`config.mk`:
```
export PLATFORM = sky130hd
export DESIGN_NAME = huffman_sorted_priority_queue
export DESIGN_NICKNAME = d
export VERILOG_FILES = /design/src/hdl/hspq_pkg.sv /design/src/hdl/hspq_datapath.sv /design/src/hdl/hspq_ctrl.sv /design/src/hdl/huffman_sorted_priority_queue.sv
export SDC_FILE = /design/constraint.sdc
export NUM_CORES = 2
export LEC_CHECK = 0
export ABC_AREA = 1
export ABC_CLOCK_PERIOD_IN_PS = 10710
export CAP_MARGIN = 10
export CORE_UTILIZATION = 30
export CTS_BUF_LIST = sky130_fd_sc_hd__clkbuf_2
export DETAILED_ROUTE_END_ITERATION = 7
export DONT_BUFFER_PORTS = 1
export PLACE_DENSITY = 0.52
export SLEW_MARGIN = 20
export SYNTH_ARGS = -nofsm -noshare
export SYNTH_HDL_FRONTEND = slang
export SYNTH_HIERARCHICAL = 1
export SYNTH_SLANG_ARGS = --single-unit
```
`constraint.sdc`:
```
create_clock -name clk -period 10.71 [get_ports clk]
set_clock_uncertainty 0.2 [all_clocks]
set_input_delay 1.6065 -clock clk [delete_from_list [all_inputs] [get_ports clk]]
set_output_delay 1.6065 -clock clk [all_outputs]
set_load 0.02 [all_outputs]
```
`src/hdl/hspq_pkg.sv`:
```
package hspq_pkg;
	localparam int DEPTH = 32;
	localparam int KEY_WIDTH = 32;
	localparam int HANDLE_WIDTH = 9;
	localparam int CNT_WIDTH = $clog2(DEPTH + 1);
	localparam int IDX_WIDTH = $clog2(DEPTH);

	localparam logic [1:0] MODE_INSERT = 2'd0;
	localparam logic [1:0] MODE_REMOVE = 2'd1;
	localparam logic [1:0] MODE_BUILD = 2'd2;
	localparam logic [1:0] MODE_NONE = 2'd3;

	localparam logic [1:0] ST_OK = 2'd0;
	localparam logic [1:0] ST_EMPTY = 2'd1;
	localparam logic [1:0] ST_FULL = 2'd2;

	localparam logic [HANDLE_WIDTH-1:0] FIRST_INTERNAL = HANDLE_WIDTH'(256);

	typedef enum logic [2:0] {
		S_IDLE,
		S_DECODE,
		S_REM_OUT,
		S_POP1,
		S_POP2,
		S_SUM,
		S_MERGE,
		S_ROOT
	} state_t;

	typedef enum logic [1:0] {
		RES_NONE,
		RES_STATUS,
		RES_POP,
		RES_ROOT
	} res_sel_t;

	// controller -> datapath
	typedef struct packed {
		logic load_in;       // capture input item
		logic do_insert;     // insert staged key/handle
		logic do_pop;        // pop head
		logic pop_to_a;      // pop into A (else B)
		logic merge_stage;   // stage saturating sum of A,B with new handle
		logic out_load;      // load output register
		logic [1:0] out_status;
		logic out_merge;
		logic out_last;
		res_sel_t out_sel;
	} cmd_t;

	// datapath -> controller
	typedef struct packed {
		logic [CNT_WIDTH-1:0] count;
		logic [1:0] mode;
		logic out_busy;
	} stat_t;
endpackage

```
`src/hdl/hspq_datapath.sv`:
```
module hspq_datapath import hspq_pkg::*; (
	input  logic clk,
	input  logic arst_n,
	input  cmd_t cmd,
	output stat_t stat,
	input  logic [1:0] mode,
	input  logic [KEY_WIDTH-1:0] key_in,
	input  logic [HANDLE_WIDTH-1:0] handle_in,
	output logic out_valid,
	input  logic out_ready,
	output logic [1:0] status,
	output logic [HANDLE_WIDTH-1:0] handle_out,
	output logic [KEY_WIDTH-1:0] key_out,
	output logic [HANDLE_WIDTH-1:0] left_child,
	output logic [HANDLE_WIDTH-1:0] right_child,
	output logic is_merge,
	output logic last
);
	// sorted shift array, each position compares itself with the new key
	logic [KEY_WIDTH-1:0] keys_q [DEPTH];
	logic [HANDLE_WIDTH-1:0] hdls_q [DEPTH];
	logic [CNT_WIDTH-1:0] count_q;
	logic [HANDLE_WIDTH-1:0] next_h_q;
	logic [1:0] mode_q;
	logic [KEY_WIDTH-1:0] ins_key_q, a_key_q, b_key_q;
	logic [HANDLE_WIDTH-1:0] ins_h_q, a_h_q, b_h_q;
	logic [DEPTH-1:0] lt;
	logic [DEPTH-1:0] lt_up;
	logic [KEY_WIDTH:0] sum;

	always_comb begin
		for (int i = 0; i < DEPTH; i++)
			lt[i] = (CNT_WIDTH'(i) < count_q) && (keys_q[i] < ins_key_q);
		// compare result of the position below; position 0 has none
		lt_up = {lt[DEPTH-2:0], 1'b1};
		sum = {1'b0, a_key_q} + {1'b0, b_key_q};
	end

	always_ff @(posedge clk) begin
		if (cmd.do_insert) begin
			for (int i = 0; i < DEPTH; i++) begin
				if (!lt[i]) begin
					if (lt_up[i]) begin
						keys_q[i] <= ins_key_q;
						hdls_q[i] <= ins_h_q;
					end else begin
						keys_q[i] <= keys_q[i-1];
						hdls_q[i] <= hdls_q[i-1];
					end
				end
			end
		end else if (cmd.do_pop) begin
			for (int i = 0; i < DEPTH - 1; i++) begin
				keys_q[i] <= keys_q[i+1];
				hdls_q[i] <= hdls_q[i+1];
			end
		end
		if (cmd.load_in) begin
			ins_key_q <= key_in;
			ins_h_q <= handle_in;
		end else if (cmd.merge_stage) begin
			ins_key_q <= sum[KEY_WIDTH] ? '1 : sum[KEY_WIDTH-1:0];
			ins_h_q <= next_h_q;
		end
		if (cmd.do_pop && cmd.pop_to_a) begin
			a_key_q <= keys_q[0];
			a_h_q <= hdls_q[0];
		end
		if (cmd.do_pop && !cmd.pop_to_a) begin
			b_key_q <= keys_q[0];
			b_h_q <= hdls_q[0];
		end
	end

	always_ff @(posedge clk or negedge arst_n) begin
		if (!arst_n) begin
			count_q <= '0;
			next_h_q <= FIRST_INTERNAL;
			mode_q <= MODE_INSERT;
			out_valid <= 1'b0;
		end else begin
			if (cmd.load_in)
				mode_q <= mode;
			if (cmd.do_insert)
				count_q <= count_q + 1'b1;
			else if (cmd.do_pop)
				count_q <= count_q - 1'b1;
			if (cmd.merge_stage)
				next_h_q <= next_h_q + 1'b1;
			if (cmd.out_load)
				out_valid <= 1'b1;
			else if (out_ready)
				out_valid <= 1'b0;
		end
	end

	always_ff @(posedge clk) begin
		if (cmd.out_load) begin
			status <= cmd.out_status;
			is_merge <= cmd.out_merge;
			last <= cmd.out_last;
			handle_out <= '0;
			key_out <= '0;
			left_child <= '0;
			right_child <= '0;
			case (cmd.out_sel)
				RES_POP: begin
					handle_out <= a_h_q;
					key_out <= a_key_q;
				end
				RES_ROOT: begin
					handle_out <= hdls_q[0];
					key_out <= keys_q[0];
				end
				RES_STATUS: ;
				default: ;
			endcase
			if (cmd.out_merge) begin
				handle_out <= ins_h_q;
				key_out <= ins_key_q;
				left_child <= a_h_q;
				right_child <= b_h_q;
			end
		end
	end

	assign stat.count = count_q;
	assign stat.mode = mode_q;
	assign stat.out_busy = out_valid && !out_ready;
endmodule

```
`src/hdl/hspq_ctrl.sv`:
```
module hspq_ctrl import hspq_pkg::*; (
	input  logic clk,
	input  logic arst_n,
	input  logic in_fire,
	input  stat_t stat,
	output logic in_ready,
	output cmd_t cmd
);
	state_t state_q, state_d;

	always_ff @(posedge clk or negedge arst_n) begin
		if (!arst_n)
			state_q <= S_IDLE;
		else
			state_q <= state_d;
	end

	always_comb begin
		state_d = state_q;
		cmd = '0;
		cmd.out_sel = RES_NONE;
		in_ready = (state_q == S_IDLE);
		case (state_q)
			S_IDLE: begin
				if (in_fire) begin
					cmd.load_in = 1'b1;
					state_d = S_DECODE;
				end
			end
			S_DECODE: begin
				// decide per mode, wait for output slot
				if (!stat.out_busy) begin
					case (stat.mode)
						MODE_INSERT: begin
							cmd.out_load = 1'b1;
							cmd.out_last = 1'b1;
							cmd.out_sel = RES_STATUS;
							if (stat.count == CNT_WIDTH'(DEPTH)) begin
								cmd.out_status = ST_FULL;
							end else begin
								cmd.do_insert = 1'b1;
							end
							state_d = S_IDLE;
						end
						MODE_REMOVE: begin
							if (stat.count == '0) begin
								cmd.out_load = 1'b1;
								cmd.out_last = 1'b1;
								cmd.out_status = ST_EMPTY;
								cmd.out_sel = RES_STATUS;
								state_d = S_IDLE;
							end else begin
								cmd.do_pop = 1'b1;
								cmd.pop_to_a = 1'b1;
								state_d = S_REM_OUT;
							end
						end
						MODE_BUILD: begin
							if (stat.count == '0) begin
								cmd.out_load = 1'b1;
								cmd.out_last = 1'b1;
								cmd.out_status = ST_EMPTY;
								cmd.out_sel = RES_STATUS;
								state_d = S_IDLE;
							end else if (stat.count == CNT_WIDTH'(1)) begin
								cmd.out_load = 1'b1;
								cmd.out_last = 1'b1;
								cmd.out_sel = RES_ROOT;
								state_d = S_IDLE;
							end else begin
								state_d = S_POP1;
							end
						end
						default: state_d = S_IDLE;
					endcase
				end
			end
			S_REM_OUT: begin
				if (!stat.out_busy) begin
					cmd.out_load = 1'b1;
					cmd.out_last = 1'b1;
					cmd.out_sel = RES_POP;
					state_d = S_IDLE;
				end
			end
			S_POP1: begin
				cmd.do_pop = 1'b1;
				cmd.pop_to_a = 1'b1;
				state_d = S_POP2;
			end
			S_POP2: begin
				cmd.do_pop = 1'b1;
				state_d = S_SUM;
			end
			S_SUM: begin
				cmd.merge_stage = 1'b1;
				state_d = S_MERGE;
			end
			S_MERGE: begin
				// report the merge and insert the merged node together
				if (!stat.out_busy) begin
					cmd.out_load = 1'b1;
					cmd.out_merge = 1'b1;
					cmd.do_insert = 1'b1;
					if (stat.count == '0)
						state_d = S_ROOT;
					else
						state_d = S_POP1;
				end
			end
			S_ROOT: begin
				if (!stat.out_busy) begin
					cmd.out_load = 1'b1;
					cmd.out_last = 1'b1;
					cmd.out_sel = RES_ROOT;
					state_d = S_IDLE;
				end
			end
			default: state_d = S_IDLE;
		endcase
	end
endmodule

```
`src/hdl/huffman_sorted_priority_queue.sv`:
```
// Sorted priority queue for Huffman tree building; one item in flight.
// Insert: status result and insert in the same decode step; remove: pop, then the popped result.
// Build of n >= 2 entries: n-1 merge results, each after two pops, a saturating add and an
// insert, then the root; an empty build returns ST_EMPTY, a single-entry build the root.
// Output back-pressure stalls each result until it is taken. Reset: queue empty, handle counter 256.
module huffman_sorted_priority_queue import hspq_pkg::*; (
	input  logic clk,
	input  logic arst_n,
	input  logic s_tvalid,
	output logic s_tready,
	input  logic [47:0] s_tdata,  // mode[1:0], key_in[33:2], handle_in[42:34]
	output logic m_tvalid,
	input  logic m_tready,
	output logic [63:0] m_tdata,  // status[1:0], handle_out[10:2], key_out[42:11],
	                              // left_child[51:43], right_child[60:52], is_merge[61]
	output logic m_tlast
);
	cmd_t cmd;
	stat_t stat;
	logic [1:0] status;
	logic [HANDLE_WIDTH-1:0] handle_out, left_child, right_child;
	logic [KEY_WIDTH-1:0] key_out;
	logic is_merge;

	hspq_ctrl u_ctrl (
		.clk(clk), .arst_n(arst_n),
		.in_fire(s_tvalid && s_tready),
		.stat(stat), .in_ready(s_tready), .cmd(cmd)
	);

	hspq_datapath u_dp (
		.clk(clk), .arst_n(arst_n), .cmd(cmd), .stat(stat),
		.mode(s_tdata[1:0]), .key_in(s_tdata[33:2]), .handle_in(s_tdata[42:34]),
		.out_valid(m_tvalid), .out_ready(m_tready),
		.status(status), .handle_out(handle_out), .key_out(key_out),
		.left_child(left_child), .right_child(right_child),
		.is_merge(is_merge), .last(m_tlast)
	);

	assign m_tdata = {2'b0, is_merge, right_child, left_child, key_out, handle_out, status};
endmodule

```
==> flow_summary_export.csv <==
group,metric,value,unit
clocking,clkSinkCount,1519,
setup_path,critPathLaunch,"u_dp/ins_key_q[30]",
yosys,async_reset_ff_share,1.38,%
yosys,synth_top_area_cell,"edfxtp_1",
clocking,clkLatencyLatePin,1840,ps
detailed_routing,drt_iter0_markers,11600,
cells_and_area,multi_input_comb_area,0.0535,mm2
status,status,"completed",
cells_and_area,area_growth_syn_to_layout,8.35,%
yosys,synth_top_area_share,42.4,%
setup_path,cp.required,12140,ps
detailed_routing,wire_per_inst,23.0,um
detailed_routing,dr_total_vias,97400,
clocking,cts_root_buffer,"clkbuf_2",
yosys,ys_warn_count,6,
grt,overflow,0,
die,die_w,597,um
yosys,yosysUniqueCellTypes,52,
die,rows,218,
die,die_height,597,um
timing,min_period,6550,ps
clocking,htree_levels,5,
detailed_routing,viasPerCell,5.24,
timing,finalHoldViolCount,0,
setup_path,r2r-start,"u_dp/ins_key_q[30]",
cells_and_area,layout_common_cells,"nand2_1, edfxtp_1, nand3_1",
cells_and_area,nFillCells,38600,
yosys,synthesis.instances,13700,
job,cap_violations,0,
timing,rsz0062_at_grt,"no",
timing,period_share,61.2,%
setup_path,end_kind,"flip-flop",
detailed_routing,routed_wl,427000,um
yosys,ys_ff_latch,1519,
yosys,ys_seq_area_share,42.9,%
cells_and_area,utilization,32.6,%
detailed_routing,ant_nets,0,
setup_path,worstPathCellList,"clkinv_2 > buf_4 > ha_1 > nand2_1 > nor2_1 > nand4_1 > a21oi_1 > nor2_1 > nand2_2 > buf_4 > nand3_1 > buf_4 > nand2_1 > nand3_1 > nand2_1",
timing,max_freq,0.153,GHz
setup_path,worstSetupPathType,"reg2reg",
die,dieArea,0.356,mm2
clocking,numCtsBuffers,432,
grt,grt_usage,23.2,%
timing,tns,0,ps
cells_and_area,final_common_cell,"nand2_1",
setup_path,cp_max_fo,46,
die,core_area,0.352,mm2
clocking,clk_pin_slew_worst_paths,110,ps
yosys,yosys_most_used_dff,"edfxtp_1",
grt,grt_max_degree,186,
timing,worst_pin_slew,1190,ps
timing,report.final.slew_viol_count,0,
setup_path,worstPathArrival,7990,ps
worst_hold_path,hold_path_class,"in2async",
yosys,synth.area.top_cells,"edfxtp_1, nand2_1, ha_1",
setup_path,crit_slowest_cell,"edfxtp_1",
timing,setup_viol,0,
clocking,cts_tree,"built",
placement,dp_hpwl,297000,um
clocking,cts_setup_buffers,0,
placement,io_buffers,0,
cells_and_area,finalNetCount,14600,
detailed_routing,route.detailed.drc,0,
yosys,syn_area,0.106,mm2
detailed_routing,drt_pass1_iterations,6,
cells_and_area,drive_gt1_share,7.89,%
die,initial_core_util,30.1,%
grt,antenna_found_initial,27,
grt,grt_pass1_vias,91700,
cells_and_area,register_area,0.0455,mm2
grt,grt_first_pass_wirelength,624000,um
placement,gp_congestion,0.929,
setup_path,cp-start-kind,"flip-flop",
die,ioPinCount,119,
yosys,synth_edf_count,1498,
setup_path,slowest_delay,850,ps
timing,maxSlewHeadroom,20.6,%
yosys,synth_area_per_cell,7.77,um2
clocking,cts_buffer_depth,4,
[cell type report]
cell class	instances	area share (%)
Sequential cell	1519	39.6
Clock buffer	643	2.80
Multi-Input combinational cell	10300	46.5
Timing Repair Buffer	292	2.14
Tap cell	4730	5.15
Antenna cell	22	0.0479
Inverter	989	3.30
Clock inverter	109	0.477
[metrics by stage]
stage                     area [um2]  setup WS, ps  instances  hold slack, ps
final                         115000          4160      18600             186
after global routing          115000          3960      18600            75.5
after CTS                     115000          4340      18600            15.5
after detailed placement      111000          4350      17800             261
after global placement        111000          4420      17800             262
after floorplan               106000          4900      13700             245
[flip-flops by register name (all words and copies together), names as in the netlist, 32 cells and up]
signal,cells
u_dp/a_key_q,32
u_dp/hdls_q,288
u_dp/keys_q,1024
u_dp/b_key_q,32
u_dp/key_out,32
u_dp/ins_key_q,32
[path summary, 6_finish.rpt]
kind	end	slack, ps	cells after the start
max in group asynchronous	u_dp/out_valid	8850	3
worst max-delay path	u_dp/hdls_q[0][90]	4160	15
min in group clk	u_dp/mode_q[1]	260	3
worst max register to register	u_dp/hdls_q[0][90]	4160	15
worst min-delay path	u_dp/next_h_q[1]	190	2
worst min register to register	u_dp/hdls_q[1][43]	280	2
[critical path, delay by kind of cell, from the launching register on]
kind | cells | cell delay (ps)
compound gates | 1 | 170
fa+ha+maj | 1 | 360
simple gates | 9 | 2350
flops | 1 | 850
buf+inv | 4 | 2370
[cells by family after synthesis]
family / synth area share [%]
and+or+nand+nor: 31.2
buffers and inverters: 7.00
DFF: 42.9
AOI/OAI and AO/OA: 6.47
adders and majority gates: 12.2
xor gates and xnor gates: 0.264
other: 0.00353
[synthesized netlist by cell type, types with 9 or more instances]
cell,number
nand2_1,5609
edfxtp_1,1498
nand3_1,1207
ha_1,1032
inv_1,972
nand4_1,599
a21oi_1,552
clkbuf_1,452
nor2_1,346
o21ai_0,344
o21ai_1,301
buf_2,296
buf_1,84
nor3_1,52
o21a_1,28
xor2_1,23
a211oi_1,21
dfrtp_1,20
or2_2,20
a31oi_1,18
inv_2,16
buf_4,15
nand2_2,15
nor4_1,14
o22ai_1,13
nor2_2,11
buf_6,10
a21o_1,9
nand3b_1,9
xnor2_1,9
[metal layers]
metal | vias up | routed length, um | track usage, %
li1 | 46000 | - | -
met1 | 46300 | 184000 | 31.9
met2 | 4255 | 179000 | 34.3
met3 | 876 | 39400 | 4.80
met4 | 6 | 24200 | 12.0
met5 | - | 44 | 0
[timing repair]
| action | 4_1_cts | 5_1_grt |
|---|---|---|
| gates resized for setup | 0 | 0 |
| hold endpoints to repair | 67 | 0 |
| hold buffers | 47 | 0 |
Power is not shown: default switching activity piles up to over one toggle a cycle in this logic, so the estimate is an artifact.
